--- src/rtl/circular_deque_core_defines.svh ---
// assertion macros used by the deque controller rtl
// no dependencies; define NO_ASSERTIONS to compile the checks away
`ifndef CIRCULAR_DEQUE_CORE_DEFINES_SVH
`define CIRCULAR_DEQUE_CORE_DEFINES_SVH

`ifndef NO_ASSERTIONS

// same-cycle implication, checked out of reset
`define DQ_ASSERT_NOW(label, clk, rst_n, ante, cons) \
  label: assert property (@(posedge clk) disable iff (!rst_n) (ante) |-> (cons)) \
    else $error("deque check failed");

// next-cycle implication, checked out of reset
`define DQ_ASSERT_NEXT(label, clk, rst_n, ante, cons) \
  label: assert property (@(posedge clk) disable iff (!rst_n) (ante) |=> (cons)) \
    else $error("deque check failed");

`else

`define DQ_ASSERT_NOW(label, clk, rst_n, ante, cons)
`define DQ_ASSERT_NEXT(label, clk, rst_n, ante, cons)

`endif

`endif

--- src/rtl/dq_pkg.sv ---
// shared types and codes for the circular deque
// no dependencies; imported by every deque module
package dq_pkg;

  localparam int WORD_W = 32;

  // operation codes carried by an input transfer
  typedef enum logic [1:0] {
    OP_PUSH_FRONT = 2'd0,
    OP_PUSH_REAR  = 2'd1,
    OP_POP_FRONT  = 2'd2,
    OP_POP_REAR   = 2'd3
  } opcode_t;

  // result status codes
  typedef enum logic [1:0] {
    ST_OK        = 2'd0,
    ST_OVERFLOW  = 2'd1,
    ST_UNDERFLOW = 2'd2,
    ST_REJECTED  = 2'd3
  } status_t;

  // restriction mode register values (three behaves as unrestricted)
  localparam logic [1:0] MODE_FREE      = 2'd0;
  localparam logic [1:0] MODE_IN_RESTR  = 2'd1;
  localparam logic [1:0] MODE_OUT_RESTR = 2'd2;

  // register index of the mode register on the config port
  localparam logic REG_IDX_MODE = 1'b0;

  // controller states
  typedef enum logic {
    S_IDLE = 1'b0,
    S_SEEK = 1'b1
  } fsm_state_t;

  // write request from the controller into the cell ring
  typedef struct packed {
    logic              en;
    logic [WORD_W-1:0] data;
  } ring_wr_t;

endpackage

--- src/rtl/dq_if.sv ---
// valid/ready channel interfaces for the deque input and result streams
// depends on nothing but the fixed field widths
interface dq_in_if;
  logic               valid;
  logic               ready;
  logic [1:0]         opcode;
  logic signed [31:0] push_value;

  modport source (output valid, output opcode, output push_value, input ready);
  modport sink (input valid, input opcode, input push_value, output ready);
endinterface

interface dq_out_if #(
  parameter int CNT_W = 4
);
  logic               valid;
  logic               ready;
  logic [1:0]         status;
  logic signed [31:0] pop_value;
  logic [CNT_W-1:0]   count;
  logic               is_empty;
  logic               is_full;

  modport source (
    output valid, output status, output pop_value, output count,
    output is_empty, output is_full, input ready
  );
  modport sink (
    input valid, input status, input pop_value, input count,
    input is_empty, input is_full, output ready
  );
endinterface

--- src/rtl/dq_cell.sv ---
// one storage cell of the rotating slot ring
// depends on dq_pkg for the word width
module dq_cell
  import dq_pkg::*;
(
  input  logic              clk,
  input  logic [WORD_W-1:0] shift_in,
  input  logic              wr_en,
  input  logic [WORD_W-1:0] wr_data,
  output logic [WORD_W-1:0] data_out
);

  logic [WORD_W-1:0] data_r;
  logic [WORD_W-1:0] data_nxt;

  // take the neighbour's word, or the new word on a write
  assign data_nxt = wr_en ? wr_data : shift_in;

  always_ff @(posedge clk) begin
    data_r <= data_nxt;
  end

  assign data_out = data_r;

endmodule

--- src/rtl/dq_ring.sv ---
// ring of dq_cell instances rotating one place per cycle, with its phase counter
// depends on dq_pkg and dq_cell
module dq_ring
  import dq_pkg::*;
#(
  parameter int DEPTH = 8,
  parameter int PTR_W = $clog2(DEPTH)
) (
  input  logic              clk,
  input  logic              rst_n,
  input  ring_wr_t          ring_wr,
  output logic [PTR_W-1:0]  phase,
  output logic [WORD_W-1:0] tap_data
);

  logic [WORD_W-1:0] cell_q [DEPTH];
  logic [PTR_W-1:0]  phase_r;
  logic [PTR_W-1:0]  phase_nxt;

  // phase: slot index currently sitting in cell 0
  assign phase_nxt = (phase_r == PTR_W'(DEPTH - 1)) ? '0 : phase_r + 1'b1;

  always_ff @(posedge clk) begin
    if (!rst_n) begin
      phase_r <= '0;
    end else begin
      phase_r <= phase_nxt;
    end
  end

  // cell i holds slot (phase + i) mod depth; the tap word re-enters at the far end
  for (genvar i = 0; i < DEPTH; i++) begin : g_cell
    if (i == DEPTH - 1) begin : g_last
      dq_cell u_cell (
        .clk      (clk),
        .shift_in (cell_q[0]),
        .wr_en    (ring_wr.en),
        .wr_data  (ring_wr.data),
        .data_out (cell_q[i])
      );
    end else begin : g_mid
      dq_cell u_cell (
        .clk      (clk),
        .shift_in (cell_q[i+1]),
        .wr_en    (1'b0),
        .wr_data  (ring_wr.data),
        .data_out (cell_q[i])
      );
    end
  end

  assign phase    = phase_r;
  assign tap_data = cell_q[0];

endmodule

--- src/rtl/dq_ctrl.sv ---
// deque controller: head/tail pointers, operation decode, slot wait and result register
// depends on dq_pkg and the assertion macros header
`include "circular_deque_core_defines.svh"

module dq_ctrl
  import dq_pkg::*;
#(
  parameter int DEPTH = 8,
  parameter int PTR_W = $clog2(DEPTH),
  parameter int CNT_W = $clog2(DEPTH + 1)
) (
  input  logic                     clk,
  input  logic                     rst_n,
  input  logic [1:0]               mode,
  input  logic                     in_valid,
  output logic                     in_ready,
  input  logic [1:0]               in_opcode,
  input  logic signed [WORD_W-1:0] in_push_value,
  input  logic [PTR_W-1:0]         phase,
  input  logic [WORD_W-1:0]        tap_data,
  output ring_wr_t                 ring_wr,
  output logic                     out_valid,
  input  logic                     out_ready,
  output logic [1:0]               out_status,
  output logic signed [WORD_W-1:0] out_pop_value,
  output logic [CNT_W-1:0]         out_count,
  output logic                     out_is_empty,
  output logic                     out_is_full
);

  // pointer helpers, wrapping at the depth
  function automatic logic [PTR_W-1:0] step_fwd(input logic [PTR_W-1:0] p);
    return (p == PTR_W'(DEPTH - 1)) ? '0 : p + 1'b1;
  endfunction

  function automatic logic [PTR_W-1:0] step_back(input logic [PTR_W-1:0] p);
    return (p == '0) ? PTR_W'(DEPTH - 1) : p - 1'b1;
  endfunction

  function automatic logic [CNT_W-1:0] count_of(input logic [PTR_W-1:0] h,
                                                input logic [PTR_W-1:0] t,
                                                input logic             e);
    logic [CNT_W-1:0] hx;
    logic [CNT_W-1:0] tx;
    logic [CNT_W-1:0] diff;
    hx   = CNT_W'(h);
    tx   = CNT_W'(t);
    diff = (tx >= hx) ? tx - hx : tx + CNT_W'(DEPTH) - hx;
    return e ? '0 : diff + CNT_W'(1);
  endfunction

  fsm_state_t state_r, state_nxt;

  // latched item while waiting for its slot
  opcode_t            op_r;
  logic [WORD_W-1:0]  word_r;
  logic [PTR_W-1:0]   target_r;
  status_t            stat_r;

  // deque pointers
  logic [PTR_W-1:0] head_r, head_nxt;
  logic [PTR_W-1:0] tail_r, tail_nxt;
  logic             empty_r, empty_nxt;

  // result register
  logic                     out_valid_r;
  status_t                  out_status_r;
  logic signed [WORD_W-1:0] out_pop_r;
  logic [CNT_W-1:0]         out_count_r;
  logic                     out_empty_r;
  logic                     out_full_r;

  logic [CNT_W-1:0]  cur_count;
  logic              cur_full;
  opcode_t           in_op;
  logic              in_push;
  logic              rejected;
  status_t           dec_status;
  logic [PTR_W-1:0]  dec_target;

  opcode_t           item_op;
  logic [WORD_W-1:0] item_word;
  logic [PTR_W-1:0]  item_target;
  status_t           item_status;
  logic              item_go;
  logic              item_push;
  logic              item_ok;
  logic              out_free;
  logic              done;
  logic              ok_push;
  logic              ok_pop;
  logic [WORD_W-1:0] pop_word;

  // decode of the incoming transfer against the current state
  assign cur_count = count_of(head_r, tail_r, empty_r);
  assign cur_full  = (cur_count == CNT_W'(DEPTH));
  assign in_op     = opcode_t'(in_opcode);
  assign in_push   = (in_op == OP_PUSH_FRONT) || (in_op == OP_PUSH_REAR);
  assign rejected  = ((mode == MODE_IN_RESTR) && (in_op == OP_PUSH_REAR)) ||
                     ((mode == MODE_OUT_RESTR) && (in_op == OP_POP_FRONT));

  always_comb begin
    if (rejected) begin
      dec_status = ST_REJECTED;
    end else if (in_push && cur_full) begin
      dec_status = ST_OVERFLOW;
    end else if (!in_push && empty_r) begin
      dec_status = ST_UNDERFLOW;
    end else begin
      dec_status = ST_OK;
    end
  end

  // slot that the operation touches
  always_comb begin
    case (in_op)
      OP_PUSH_FRONT: dec_target = empty_r ? '0 : step_back(head_r);
      OP_PUSH_REAR:  dec_target = empty_r ? '0 : step_fwd(tail_r);
      OP_POP_FRONT:  dec_target = head_r;
      OP_POP_REAR:   dec_target = tail_r;
      default:       dec_target = head_r;
    endcase
  end

  // the item in hand: fresh transfer when idle, latched one while seeking
  assign item_op     = (state_r == S_IDLE) ? in_op : op_r;
  assign item_word   = (state_r == S_IDLE) ? in_push_value : word_r;
  assign item_target = (state_r == S_IDLE) ? dec_target : target_r;
  assign item_status = (state_r == S_IDLE) ? dec_status : stat_r;
  assign item_go     = (state_r == S_IDLE) ? in_valid : 1'b1;
  assign item_push   = (item_op == OP_PUSH_FRONT) || (item_op == OP_PUSH_REAR);
  assign item_ok     = (item_status == ST_OK);
  assign out_free    = !out_valid_r || out_ready;
  assign done        = item_go && out_free && (!item_ok || (phase == item_target));
  assign ok_push     = done && item_ok && item_push;
  assign ok_pop      = done && item_ok && !item_push;
  assign in_ready    = (state_r == S_IDLE);

  // state machine
  always_comb begin
    state_nxt = state_r;
    case (state_r)
      S_IDLE: begin
        if (in_valid && !done) begin
          state_nxt = S_SEEK;
        end
      end
      S_SEEK: begin
        if (done) begin
          state_nxt = S_IDLE;
        end
      end
      default: state_nxt = S_IDLE;
    endcase
  end

  always_ff @(posedge clk) begin
    if (!rst_n) begin
      state_r <= S_IDLE;
    end else begin
      state_r <= state_nxt;
    end
  end

  // hold the item while it waits for its slot
  always_ff @(posedge clk) begin
    if (state_r == S_IDLE) begin
      op_r     <= in_op;
      word_r   <= in_push_value;
      target_r <= dec_target;
      stat_r   <= dec_status;
    end
  end

  // pointer update on completion of a good operation
  always_comb begin
    head_nxt  = head_r;
    tail_nxt  = tail_r;
    empty_nxt = empty_r;
    if (done && item_ok) begin
      case (item_op)
        OP_PUSH_FRONT: begin
          empty_nxt = 1'b0;
          if (empty_r) begin
            head_nxt = '0;
            tail_nxt = '0;
          end else begin
            head_nxt = step_back(head_r);
          end
        end
        OP_PUSH_REAR: begin
          empty_nxt = 1'b0;
          if (empty_r) begin
            head_nxt = '0;
            tail_nxt = '0;
          end else begin
            tail_nxt = step_fwd(tail_r);
          end
        end
        OP_POP_FRONT: begin
          if (head_r == tail_r) begin
            empty_nxt = 1'b1;
          end else begin
            head_nxt = step_fwd(head_r);
          end
        end
        OP_POP_REAR: begin
          if (head_r == tail_r) begin
            empty_nxt = 1'b1;
          end else begin
            tail_nxt = step_back(tail_r);
          end
        end
        default: begin
          empty_nxt = empty_r;
        end
      endcase
    end
  end

  always_ff @(posedge clk) begin
    if (!rst_n) begin
      head_r  <= '0;
      tail_r  <= '0;
      empty_r <= 1'b1;
    end else begin
      head_r  <= head_nxt;
      tail_r  <= tail_nxt;
      empty_r <= empty_nxt;
    end
  end

  // slot write as the target slot passes the tap
  assign ring_wr.en   = ok_push;
  assign ring_wr.data = item_word;
  assign pop_word     = ok_pop ? tap_data : '0;

  // result register
  always_ff @(posedge clk) begin
    if (!rst_n) begin
      out_valid_r <= 1'b0;
    end else if (done) begin
      out_valid_r <= 1'b1;
    end else if (out_ready) begin
      out_valid_r <= 1'b0;
    end
  end

  always_ff @(posedge clk) begin
    if (done) begin
      out_status_r <= item_status;
      out_pop_r    <= pop_word;
      out_count_r  <= count_of(head_nxt, tail_nxt, empty_nxt);
      out_empty_r  <= empty_nxt;
      out_full_r   <= (count_of(head_nxt, tail_nxt, empty_nxt) == CNT_W'(DEPTH));
    end
  end

  assign out_valid     = out_valid_r;
  assign out_status    = out_status_r;
  assign out_pop_value = out_pop_r;
  assign out_count     = out_count_r;
  assign out_is_empty  = out_empty_r;
  assign out_is_full   = out_full_r;

  // checks
  `DQ_ASSERT_NOW(a_empty_ptrs, clk, rst_n, empty_r, head_r == tail_r)
  `DQ_ASSERT_NEXT(a_push_count, clk, rst_n, ok_push, out_count_r == $past(cur_count) + CNT_W'(1))
  `DQ_ASSERT_NEXT(a_pop_count, clk, rst_n, ok_pop, out_count_r == $past(cur_count) - CNT_W'(1))
  `DQ_ASSERT_NOW(a_fail_no_data, clk, rst_n, out_valid_r && (out_status_r != ST_OK), out_pop_r == '0)

endmodule

--- src/rtl/circular_deque_core.sv ---
// top level of the circular deque: config register, cell ring and controller
// depends on dq_pkg, dq_if, dq_ring, dq_ctrl
//
//  channel  | direction | handshake            | payload
//  ---------+-----------+----------------------+----------------------------------------
//  in_if    | sink      | valid/ready transfer | opcode, push_value
//  out_if   | source    | valid/ready transfer | status, pop_value, count, is_empty, is_full
//  cfg_*    | slave     | apb write/read       | restrict_mode at byte address 0
//
// one item is in flight at a time; a rejected, overflowing or underflowing item
// completes in the cycle it is transferred if the result register is free, a good push
// or pop waits until its slot rotates to the ring tap, as tracked by the ring phase counter.
// rst_n is synchronous, active low; it clears pointers, mode and handshake state,
// slot cells are not cleared. a held result does not block the next transfer in;
// that item waits in the controller until the result register drains.
module circular_deque_core
  import dq_pkg::*;
#(
  parameter int DEPTH = 8
) (
  input  logic         clk,
  input  logic         rst_n,
  dq_in_if.sink        in_if,
  dq_out_if.source     out_if,
  input  logic         cfg_psel,
  input  logic         cfg_penable,
  input  logic         cfg_pwrite,
  input  logic [2:0]   cfg_paddr,
  input  logic [31:0]  cfg_pwdata,
  output logic [31:0]  cfg_prdata,
  output logic         cfg_pready
);

  localparam int PTR_W = $clog2(DEPTH);
  localparam int CNT_W = $clog2(DEPTH + 1);

  logic [1:0]         mode_r;
  logic [1:0]         mode_nxt;
  logic               cfg_wr;
  ring_wr_t           ring_wr;
  logic [PTR_W-1:0]   phase;
  logic [WORD_W-1:0]  tap_data;
  logic [CNT_W-1:0]   out_count;

  // config register write and readback
  assign cfg_pready = 1'b1;
  assign cfg_wr     = cfg_psel && cfg_penable && cfg_pwrite && (cfg_paddr[2] == REG_IDX_MODE);
  assign mode_nxt   = cfg_wr ? cfg_pwdata[1:0] : mode_r;
  assign cfg_prdata = (cfg_paddr[2] == REG_IDX_MODE) ? {30'd0, mode_r} : 32'd0;

  always_ff @(posedge clk) begin
    if (!rst_n) begin
      mode_r <= MODE_FREE;
    end else begin
      mode_r <= mode_nxt;
    end
  end

  // rotating slot store
  dq_ring #(
    .DEPTH (DEPTH),
    .PTR_W (PTR_W)
  ) u_ring (
    .clk      (clk),
    .rst_n    (rst_n),
    .ring_wr  (ring_wr),
    .phase    (phase),
    .tap_data (tap_data)
  );

  // pointers, decode and result register
  dq_ctrl #(
    .DEPTH (DEPTH),
    .PTR_W (PTR_W),
    .CNT_W (CNT_W)
  ) u_ctrl (
    .clk           (clk),
    .rst_n         (rst_n),
    .mode          (mode_r),
    .in_valid      (in_if.valid),
    .in_ready      (in_if.ready),
    .in_opcode     (in_if.opcode),
    .in_push_value (in_if.push_value),
    .phase         (phase),
    .tap_data      (tap_data),
    .ring_wr       (ring_wr),
    .out_valid     (out_if.valid),
    .out_ready     (out_if.ready),
    .out_status    (out_if.status),
    .out_pop_value (out_if.pop_value),
    .out_count     (out_count),
    .out_is_empty  (out_if.is_empty),
    .out_is_full   (out_if.is_full)
  );

  assign out_if.count = out_count;

endmodule

--- src/flat_wrapper.sv ---
// flat-port wrapper written by rule: the top's interface ports become plain ports
module circular_deque_core_flat import dq_pkg::*;
#(
  parameter int DEPTH = 8
)
  (clk, rst_n, cfg_psel, cfg_penable, cfg_pwrite, cfg_paddr, cfg_pwdata, cfg_prdata, cfg_pready, in_if_valid, in_if_opcode, in_if_push_value, in_if_ready, out_if_valid, out_if_status, out_if_pop_value, out_if_count, out_if_is_empty, out_if_is_full, out_if_ready);
  dq_in_if in_if_i ();
  dq_out_if #(.CNT_W(4)) out_if_i ();
  input  logic clk;
  input  logic rst_n;
  input  logic cfg_psel;
  input  logic cfg_penable;
  input  logic cfg_pwrite;
  input  logic [2:0] cfg_paddr;
  input  logic [31:0] cfg_pwdata;
  output logic [31:0] cfg_prdata;
  output logic cfg_pready;
  input wire logic [$bits(in_if_i.valid)-1:0] in_if_valid;
  input wire logic [$bits(in_if_i.opcode)-1:0] in_if_opcode;
  input wire logic [$bits(in_if_i.push_value)-1:0] in_if_push_value;
  output wire logic [$bits(in_if_i.ready)-1:0] in_if_ready;
  output wire logic [$bits(out_if_i.valid)-1:0] out_if_valid;
  output wire logic [$bits(out_if_i.status)-1:0] out_if_status;
  output wire logic [$bits(out_if_i.pop_value)-1:0] out_if_pop_value;
  output wire logic [$bits(out_if_i.count)-1:0] out_if_count;
  output wire logic [$bits(out_if_i.is_empty)-1:0] out_if_is_empty;
  output wire logic [$bits(out_if_i.is_full)-1:0] out_if_is_full;
  input wire logic [$bits(out_if_i.ready)-1:0] out_if_ready;
  assign in_if_i.valid = in_if_valid;
  assign in_if_i.opcode = in_if_opcode;
  assign in_if_i.push_value = in_if_push_value;
  assign in_if_ready = in_if_i.ready;
  assign out_if_valid = out_if_i.valid;
  assign out_if_status = out_if_i.status;
  assign out_if_pop_value = out_if_i.pop_value;
  assign out_if_count = out_if_i.count;
  assign out_if_is_empty = out_if_i.is_empty;
  assign out_if_is_full = out_if_i.is_full;
  assign out_if_i.ready = out_if_ready;
  circular_deque_core #(.DEPTH(DEPTH)) u_core (.clk(clk), .rst_n(rst_n), .in_if(in_if_i), .out_if(out_if_i), .cfg_psel(cfg_psel), .cfg_penable(cfg_penable), .cfg_pwrite(cfg_pwrite), .cfg_paddr(cfg_paddr), .cfg_pwdata(cfg_pwdata), .cfg_prdata(cfg_prdata), .cfg_pready(cfg_pready));
endmodule
--- config.mk ---
export PLATFORM = sky130hd
export DESIGN_NAME = circular_deque_core_flat
export DESIGN_NICKNAME = d
export VERILOG_FILES = /design/src/rtl/dq_pkg.sv /design/src/rtl/dq_if.sv /design/src/rtl/dq_cell.sv /design/src/rtl/dq_ring.sv /design/src/rtl/dq_ctrl.sv /design/src/rtl/circular_deque_core.sv /design/src/flat_wrapper.sv
export VERILOG_INCLUDE_DIRS = /design/src /design/src/rtl
export SDC_FILE = /design/constraint.sdc
export NUM_CORES = 1
export LEC_CHECK = 0
export BUFFER_PORTS_ARGS = -buffer_cell sky130_fd_sc_hd__clkbuf_2
export CORE_MARGIN = 2
export CORE_UTILIZATION = 50
export DETAILED_ROUTE_END_ITERATION = 12
export GPL_ROUTABILITY_DRIVEN = 0
export HOLD_SLACK_MARGIN = 0.06
export PLACE_DENSITY = 0.71
export SYNTH_ARGS = -nofsm -noshare
export SYNTH_HDL_FRONTEND = slang
export SYNTH_SLANG_ARGS = --single-unit
--- constraint.sdc ---
create_clock -name clk -period 9.56 [get_ports clk]
set_clock_uncertainty 0.05 [all_clocks]
set_input_delay 1.434 -clock clk [delete_from_list [all_inputs] [get_ports clk]]
set_output_delay 1.434 -clock clk [all_outputs]
set_load 0.005 [all_outputs]
; ---- After elaboration in Yosys (flattened, before gate mapping)
; Index checks and enable logic that the tools add are counted.
[op_classes]
addsub = 13
mul = 0
div = 0
order_cmp = 2
n_eq_ne = 15
shift = 0
mux = 37
bitwise_logic = 3
reduce_logical = 32
[ops]
columns = op, n
row1 = 2-to-1 mux 32 bit, 2
row2 = 2-to-1 mux 3 bit, 13
row3 = case mux 3 bit (3 select lines), 2
row4 = 2-to-1 mux 4 bit, 4
row5 = logical AND 1 bit, 13
row6 = 2-to-1 mux 2 bit, 6
row7 = case mux 3 bit (4 select lines), 1
row8 = "== test 2 bit, second input constant", 5
row9 = "adder 3 x 1 -> 3 bit, second input constant", 3
row10 = "== test 3 bit, second input constant", 3
row11 = "adder 3 x 4 -> 4 bit, second input constant", 2
row12 = "adder 4 x 1 -> 4 bit, second input constant", 2
row13 = "== test 4 bit, second input constant", 2
row14 = subtractor 3 x 3 -> 4 bit, 2
row15 = subtractor 4 x 3 -> 4 bit, 2
row16 = 2-to-1 mux 1 bit, 7
row17 = "== test 2 x 1 -> 1 bit, second input constant", 3
row18 = == test 3 bit, 2
row19 = greater-or-equal comparator 3 bit, 2
row20 = zero test 2 bit, 3
row21 = zero test 3 bit, 2
row22 = OR reduction 2 bit, 3
row23 = "subtractor 3 x 1 -> 3 bit, second input constant", 2
row24 = zero test 1 bit, 5
row25 = other kinds (4), 11
[totals]
reg_bits = 349
latch_bits = 0
mem_bits_rw = 0
rom_bits = 0
inputBits = 76
out_inout_bits = 75
elab_cells = 126
mem_count = 0

; ---- Logic depth before layout (Yosys ltp)
; Gate-level depths: netlist of run 1.
[depth]
word_depth = 22
depth_mapped = 22
depth_no_buf = 21

; ---- Hierarchy
; Synthesis of run 1 repeated with hierarchy kept, for this count alone.
[unflattened]
hier_cells = 959
hier_area_um2 = 14058.5
[by_module_without_submodules]
columns = module, n_inst, cells_each, area_each_um2, seq_area_each_um2
row1 = dq_cell, 8, 68, 1184.9, 640.6
row2 = dq_ctrl, 1, 362, 4113.9, 2162.1
row3 = circular_deque_core, 1, 44, 346.6, 40.0
row4 = dq_ring, 1, 9, 118.9, 60.1

; ---- Least setup slack after synthesis of run 1
; No wires, ideal clock.
[synth_timing]
kind = input to register
from = in in_if_opcode[1]
to = reg u_core.u_ctrl.out_full_r (netlist: u_core.u_ctrl.out_is_full) (data pin)
setup_time_ns = 0.264
arrival_time_ns = 5.109
required_ns = 9.246
slack_ns = 4.137
cell_stages = 17
n_path_buf = 2
cell_sequence = buf_2 > or3b_1 > a311o_1 > a21boi_1 > o221ai_2 > and4bb_2 > buf_2 > a41oi_1 > o21bai_1 > ha_1 > fa_1 > fa_1 > nor2_1 > xnor2_1 > o21ai_0 > xnor2_1 > a211oi_2
[synth_between]
elab_chain_cells = 20
word_cells_on_any_way = 44
cone_classes = add/sub: 4 / order compare: 1 / eq/ne: 8 / mux: 15 / reduce/logical: 16
[synth_lines]
columns = item, line_no
row1 = "start, declared", flat_wrapper.sv:19  ; input wire logic [$bits(in_if_i.opcode)-1:0] in_if_opcode;
row2 = == test 2 x 1 -> 1 bit or zero test 2 bit (tied branches), "dq_ctrl.sv:98, dq_ctrl.sv:99, dq_ctrl.sv:116"
row3 = logical OR 1 bit, dq_ctrl.sv:98  ; assign in_push = (in_op == OP_PUSH_FRONT) || (in_op == OP_PUSH_REAR);
row4 = zero test 1 bit, dq_ctrl.sv:107  ; end else if (!in_push && empty_r) begin
row5 = logical AND 1 bit, dq_ctrl.sv:107
row6 = 2-to-1 mux 2 bit, dq_ctrl.sv:107
row7 = 2-to-1 mux 2 bit, dq_ctrl.sv:105  ; end else if (in_push && cur_full) begin
row8 = 2-to-1 mux 2 bit, dq_ctrl.sv:103  ; if (rejected) begin
row9 = 2-to-1 mux 2 bit, --
row10 = [4 not listed], --
row11 = logical AND 1 bit, dq_ctrl.sv:180  ; if (done && item_ok) begin
row12 = 2-to-1 mux 3 bit, dq_ctrl.sv:180
row13 = adder 3 x 4 -> 4 bit, dq_ctrl.sv:48  ; diff = (tx >= hx) ? tx - hx : tx + CNT_W'(DEPTH) - hx;
row14 = subtractor 4 x 3 -> 4 bit, dq_ctrl.sv:48
row15 = 2-to-1 mux 4 bit, dq_ctrl.sv:48
row16 = adder 4 x 1 -> 4 bit, dq_ctrl.sv:49  ; return e ? '0 : diff + CNT_W'(1);
row17 = 2-to-1 mux 4 bit (*), dq_ctrl.sv:49
row18 = == test 4 bit (*), dq_ctrl.sv:255  ; out_full_r <= (count_of(head_nxt, tail_nxt, empty_nxt) == CNT_W'(DEPTH));
row19 = "end signal, assigned", dq_ctrl.sv:255
row20 = "end, declared", dq_ctrl.sv:71  ; logic out_full_r;
; Every way passes the cells marked *; elsewhere a longest branch is shown, timed or not.
; A chain may end at the register's enable or synchronous reset.

; ---- Final worst setup path of run 1
[layout_timing]
from = reg u_core.u_ctrl.head_r[0]
to = reg u_core.u_ctrl.out_full_r (netlist: u_core.u_ctrl.out_is_full) (data pin)
[layout_between]
elab_chain_cells = 21
word_cells_on_any_way = 45
cone_classes = add/sub: 9 / order compare: 2 / eq/ne: 5 / mux: 22 / reduce/logical: 7
[layout_lines]
columns = item, line_no
row1 = "start, declared", dq_ctrl.sv:61  ; logic [PTR_W-1:0] head_r, head_nxt;
row2 = "start signal, assigned", dq_ctrl.sv:227  ; head_r <= head_nxt;
row3 = subtractor 4 x 3 -> 4 bit (tied with other cells), dq_ctrl.sv:48
row4 = 2-to-1 mux 4 bit, dq_ctrl.sv:48
row5 = adder 4 x 1 -> 4 bit, dq_ctrl.sv:49
row6 = 2-to-1 mux 4 bit, dq_ctrl.sv:49
row7 = == test 4 bit, dq_ctrl.sv:96  ; assign cur_full = (cur_count == CNT_W'(DEPTH));
row8 = logical AND 1 bit, dq_ctrl.sv:105
row9 = 2-to-1 mux 2 bit, dq_ctrl.sv:105
row10 = 2-to-1 mux 2 bit, dq_ctrl.sv:103
row11 = [5 not listed], --
row12 = logical AND 1 bit, dq_ctrl.sv:180
row13 = 2-to-1 mux 3 bit, dq_ctrl.sv:180
row14 = adder 3 x 4 -> 4 bit, dq_ctrl.sv:48
row15 = subtractor 4 x 3 -> 4 bit, dq_ctrl.sv:48
row16 = 2-to-1 mux 4 bit, dq_ctrl.sv:48
row17 = adder 4 x 1 -> 4 bit, dq_ctrl.sv:49
row18 = 2-to-1 mux 4 bit (*), dq_ctrl.sv:49
row19 = == test 4 bit (*), dq_ctrl.sv:255
; Marks and branches as above.

==> impl_metrics.toml, run 1 <==
[timing]
setup_viol = 0
slew-limit-headroom_pct = 28.2
timing.final.ws_setup_ns = 3.20
fmax_mhz = 157
setup_tns_ns = 0
tightest_slew_ns = 1.07
rsz0062_at_grt = "false"
hold_violations = 0
period_share_pct = 66.5
slew_viol_final = 0
min_period_ns = 6.36

[clocking]
numCtsBuffers = 34
cts_tree = "done"
cts_setup_buffers = 0
clk_pin_slew_worst_paths_ns = 0.06
clock_latency_ns = 0.49
cts_resized = 0
root_buffer = "clkbuf_16"
clock_path_buffers = 3
cts_sinks = 349
holdBufCountCts = 0
cts_max_level = 2

[synthesis]
syn_avg_cell_area_um2 = 14.4
synthFlopType = "dfxtp_1"
ys_warn_count = 0
ys_types = 61
ys_seq_area_share_pct = 73.4
synth-seq-cells = 349
synth-edff-count = 40
mappedNetlistArea_mm2 = 0.0101
synth_async_sr_flop_share_pct = 0
synthCells = 699

[grt]
grt_max_degree = 49
grt_pass1_vias = 5482
grt_usage_pct = 15.8
antenna_found_initial = 0
grt_pass1_wl_um = 27300
grt-ovfl-total = 0

[outcome]
status = "complete, no violations"

[finish]
final_nets = 896
syn2layout_area_growth_pct = 15.8
drive_gt1_share_pct = 26.4
n_antenna_cell = 0

[die]
core_mm2 = 0.0196
die-area_mm2 = 0.0213
start_util_pct = 51.4
fp.dieH_um = 146
rows = 51
ios = 151
die_w_um = 146

[worst_setup_path]
cp.required_ns = 9.69
critical_path_class = "flop to flop"
worst_setup_path_start_kind = "flop"
path_max_fanout = 39
arrival_ns = 6.49
endpoint_kind = "flop"

[pwr]
finalPower_mw = 3.27
powerDensity_mw_per_mm2 = 281
ir_drop_uv = 162
leakage_nw = 5.03

[route]
ant_nets = 0
routedWlPerCell_um = 15.5
met1_length_um = 7560
first_pass_iters = 4
wirelength_um = 16800
drc = 0
avgViaCountPerCell = 4.80
drt_iter0_drc = 270
wl_met3_um = 880
dr_wl_met2_um = 7980
num_vias = 5213
routed.top_layer = "met4"

[placement]
pre_cts_slack_ns = 3.09
hpwl_um = 10300
io_buffers = 87

[min_path]
hold_path.class = "flop to flop"

[job]
maxCapViolations = 0
synth_stat cells (3+ instances only):
master	count	area, um2
dfxtp_1	309	6190
mux2_2	63	709
edfxtp_1	40	1200
and3_1	37	231
buf_4	31	233
a21oi_1	20	100
ha_1	18	225
clkbuf_1	16	60.1
inv_1	16	60.1
nand2_1	14	52.6
nor2_1	14	52.6
o21ai_0	14	70.1
buf_2	7	35.0
nand3_1	6	30.0
mux2i_1	5	50.1
nor2b_1	5	31.3
fa_1	4	80.1
nor3_1	4	20.0
o21a_1	4	30.0
or3_1	4	25.0
xnor2_1	4	35.0
a211oi_1	3	22.5
a21boi_0	3	22.5
a21o_1	3	22.5
and3b_1	3	26.3
mux2_4	3	45.0
nand2b_1	3	18.8
o211a_1	3	30.0
or2_2	3	18.8
flip-flops by register name (all words and copies together), names as in the netlist, 3 cells and up:
name	flops
u_core.u_ring.g_cell.g_mid.u_cell.data_out	224
u_core.u_ctrl.out_pop_value	32
u_core.u_ctrl.word_r	32
u_core.u_ring.g_cell.g_last.u_cell.data_out	32
u_core.u_ctrl.out_count	4
u_core.u_ctrl.head_r	3
u_core.u_ctrl.tail_r	3
u_core.u_ctrl.target_r	3
u_core.u_ring.phase	3
area by class of cell:
| cell class | count | area [um2] |
|---|---|---|
| Timing Repair Buffer | 90 | 458 |
| Tap cell | 265 | 332 |
| Clock buffer | 50 | 982 |
| Inverter | 17 | 63.8 |
| Clock inverter | 9 | 56.3 |
| Multi-Input combinational cell | 306 | 2380 |
| Sequential cell | 349 | 7390 |
| Fill cell | 1565 | 7930 |
per-stage QoR:
step	cell area [um2]	utilization, %	std cells	hold WS [ns]
final	11700	59.5	1086	0.271
after global routing	11700	59.5	1086	0.274
after CTS	11700	59.5	1086	0.272
after detailed placement	10600	54.2	1027	0.262
after global placement	10600	54.2	1027	0.260
after floorplan	10200	-	728	0.260
cells by family (layout without fill, tap and decap cells):
group	count (synthesis)	count (layout)	share of synthesized area, %
xor+xnor	5	5	0.435
mux	71	71	7.99
buf+inv	73	166	4.11
fa+ha+maj	22	22	3.03
compound gates	71	71	4.85
flops	349	349	73.4
simple gates	106	106	6.16
other cells	2	31	0.0746
final timing paths:
check / start / end / slack [ns] / depth (start not counted)
max: u_core.u_ctrl.head_r[0] / u_core.u_ctrl.out_is_full / 3.20 / 20
min: u_core.u_ring.g_cell[7].g_last.u_cell.data_out[24] / u_core.u_ring.g_cell[6].g_mid.u_cell.data_out[24] / 0.27 / 0
max reg2reg: u_core.u_ctrl.head_r[0] / u_core.u_ctrl.out_is_full / 3.20 / 20
min reg2reg: u_core.u_ring.g_cell[7].g_last.u_cell.data_out[24] / u_core.u_ring.g_cell[6].g_mid.u_cell.data_out[24] / 0.27 / 0
report_power, final:
group          leakage [nW]  internal [mW]  switching (mW)
logic                  1.59          0.101           0.123
registers              2.93           1.74          0.0733
clock network         0.512          0.715           0.519
routing by layer:
metal	up-vias	global-route usage, %
li1	2535	-
met1	2480	20.6
met2	163	26.0
met3	35	3.42
met4	0	5.88
met5	-	0
layout by cell type, fill, tap and decap left out, drive strengths merged, types with 5 or more instances in the layout:
cell type / instances
dfxtp: 309
clkbuf: 137
mux2: 66
edfxtp: 40
and3: 37
conb: 31
a21oi: 21
inv: 19
ha: 18
nor2: 14
o21ai: 14
nand2: 14
nand3: 6
clkinv: 6
nor2b: 5
mux2i: 5
worst max-delay path, cell delays in order (launching register included):
cell,delay [ns]
dfxtp_1,0.48
ha_1,0.23
inv_1,0.06
fa_1,0.36
inv_1,0.09
fa_1,0.45
or3b_2,0.48
a31oi_1,0.23
o21ai_0,0.12
nand3_1,0.20
and4bb_2,0.88
a41oi_1,0.28
o21bai_1,0.23
ha_1,0.25
fa_1,0.42
fa_1,0.52
nor2_1,0.15
xnor2_1,0.12
o21ai_0,0.11
xnor2_1,0.25
a211oi_2,0.08
Power figures use the tool's default switching activity.
==> run 2: changes to the inputs <==
==> constraint.sdc (replaced) <==
create_clock -name clk -period 6.5 [get_ports clk]
set_clock_uncertainty 0.05 [all_clocks]
set_input_delay 0.975 -clock clk [delete_from_list [all_inputs] [get_ports clk]]
set_output_delay 0.975 -clock clk [all_outputs]
set_load 0.005 [all_outputs]
==> impl_metrics.toml, run 2 (same netlist as run 1, synthesis figures left out) <==
[clocking]
cts_tree = "done"
cts_setup_buffers = 0
cts_sinks = 349
root_buffer = "clkbuf_16"
numCtsBuffers = 31
clk_pin_slew_worst_paths_ns = 0.07
cts_max_level = 1
clock_path_buffers = 3
holdBufCountCts = 0
cts_resized = 0
clock_latency_ns = 0.53

[timing]
min_period_ns = 6.03
setup_viol = 0
slew_viol_final = 0
fmax_mhz = 166
period_share_pct = 92.8
tightest_slew_ns = 1.07
setup_tns_ns = 0
timing.final.ws_setup_ns = 0.468
slew-limit-headroom_pct = 28.6
hold_violations = 0
fin_hold_ws_ns = 0.268
rsz0062_at_grt = "false"

[pwr]
powerDensity_mw_per_mm2 = 408
p_comb_share_pct = 6.9
leakage_nw = 5.04
pwr-share-seq_pct = 56.2
switching_share_pct = 21.6
ir_drop_uv = 213
netSwitchingPower_mw = 1.03
finalPower_mw = 4.76
intPower_mw = 3.73
clkPwrFrac_pct = 37.0

[route]
num_vias = 5198
wirelength_um = 16600
routedWlPerCell_um = 15.3
avgViaCountPerCell = 4.78
first_pass_iters = 4
drc = 0
drt_iter0_drc = 251
ant_nets = 0

[die]
fp.dieH_um = 146
die_w_um = 146
die-area_mm2 = 0.0213
ios = 151
start_util_pct = 51.4
core_mm2 = 0.0196
rows = 51

[worst_setup_path]
worst_setup_path_start_kind = "flop"
arrival_ns = 6.22
crit_top_cell = "fa_1"
endpoint_kind = "flop"
worstPathCellList = "inv_1 -> ha_1 -> inv_1 -> fa_1 -> inv_1 -> fa_1 -> or3b_2 -> a31oi_1 -> o21ai_0 -> nand3_1 -> and4bb_2 -> a41oi_1 -> o21bai_1 -> ha_1 -> fa_1 -> fa_1 -> nor2_1 -> xnor2_1 -> o21ai_0 -> xnor2_1 -> a211oi_2"
critical-path-max-stage-delay_ns = 0.66
path_max_fanout = 26
cp.required_ns = 6.68
cpMaxStageDelayCell = "and4bb_2"
critical_path_class = "flop to flop"
rrSetupSlack_ns = 0.47

[grt]
grt_pass1_wl_um = 27000
grt_max_degree = 41
grt_pass1_vias = 5439
grt-ovfl-total = 0
antenna_found_initial = 0
grt_usage_pct = 15.5

[placement]
hpwl_um = 10400
pre_cts_slack_ns = 0.517
io_buffers = 87

[finish]
final_common_cell = "dfxtp_1"
fill_cells = 1538
syn2layout_area_growth_pct = 15.8
drive_gt1_share_pct = 26.6
final_nets = 895
largest_register_ffs = 224
n_antenna_cell = 0
final_cell_mix = "dfxtp_1 (308), clkbuf_2 (87), mux2_2 (63), edfxtp_1 (40), and3_1 (37)"
fin_util_pct = 59.5

[job]
maxCapViolations = 0

[outcome]
status = "complete, no violations"

[min_path]
hold_path.class = "flop to flop"
==> run 2: cell count changes in the layout (fill, tap and decap cells not counted) <==
cell / change
buf_4: +2
clkbuf_1: -1
inv_6: -1
inv_4: -1
clkbuf_16: -2
clkinv_4: +1
clkbuf_8: +3
==> run 2: worst max-delay path, delay by kind of cell (launching register included) <==
kind | cells | cell delay [ns]
AOI/OAI and AO/OA | 6 | 1.01
xor gates and xnor gates | 2 | 0.38
adders and majority gates | 6 | 2.19
buffers and inverters | 3 | 0.28
DFF | 1 | 0.35
and+or+nand+nor | 4 | 1.47
==> run 2: path summary, 6_finish.rpt <==
check	from	endpoint	depth (start not counted)
setup / recovery	u_core.u_ctrl.tail_r[0]	u_core.u_ctrl.out_is_full	21
hold / removal	u_core.u_ring.g_cell[5].g_mid.u_cell.data_out[15]	u_core.u_ring.g_cell[4].g_mid.u_cell.data_out[15]	0
setup reg to reg	u_core.u_ctrl.tail_r[0]	u_core.u_ctrl.out_is_full	21
hold reg to reg	u_core.u_ring.g_cell[5].g_mid.u_cell.data_out[15]	u_core.u_ring.g_cell[4].g_mid.u_cell.data_out[15]	0
==> run 2: routing by layer <==
metal | routed length (um) | track usage (%) | part of all wire, %
met2 | 7880 | 26.0 | 47
met5 | 0 | 0 | 0
met1 | 7670 | 20.3 | 46
met3 | 853 | 3.26 | 5.1
met4 | 229 | 4.36 | 1.4
==> run 2: area by class of cell <==
cell class	instances	area [um2]	share of cell area, %
flip-flops and latches	349	7390	63.4
multi-input cells	306	2380	20.4
clock buffers	50	970	8.32
repair buffers	92	473	4.06
well taps	265	332	2.84
inverters	17	63.8	0.547
clock inverters	8	50.0	0.429
==> run 2: metrics by stage <==
| stage | instance area (um2) | cells |
|---|---|---|
| floorplan | 10200 | 728 |
| global placement | 10600 | 1029 |
| detailed placement | 10600 | 1029 |
| CTS | 11700 | 1087 |
| global route | 11700 | 1087 |
| finish | 11700 | 1087 |
==> run 2: power groups by stage <==
stage	Clock [mW]	Combinational, mW	Sequential (mW)
floorplan	0	0.231	2.67
global placement	0	0.312	2.70
detailed placement	0	0.326	2.72
CTS	1.80	0.329	2.68
global route	1.89	0.360	2.71
finish	1.76	0.326	2.67
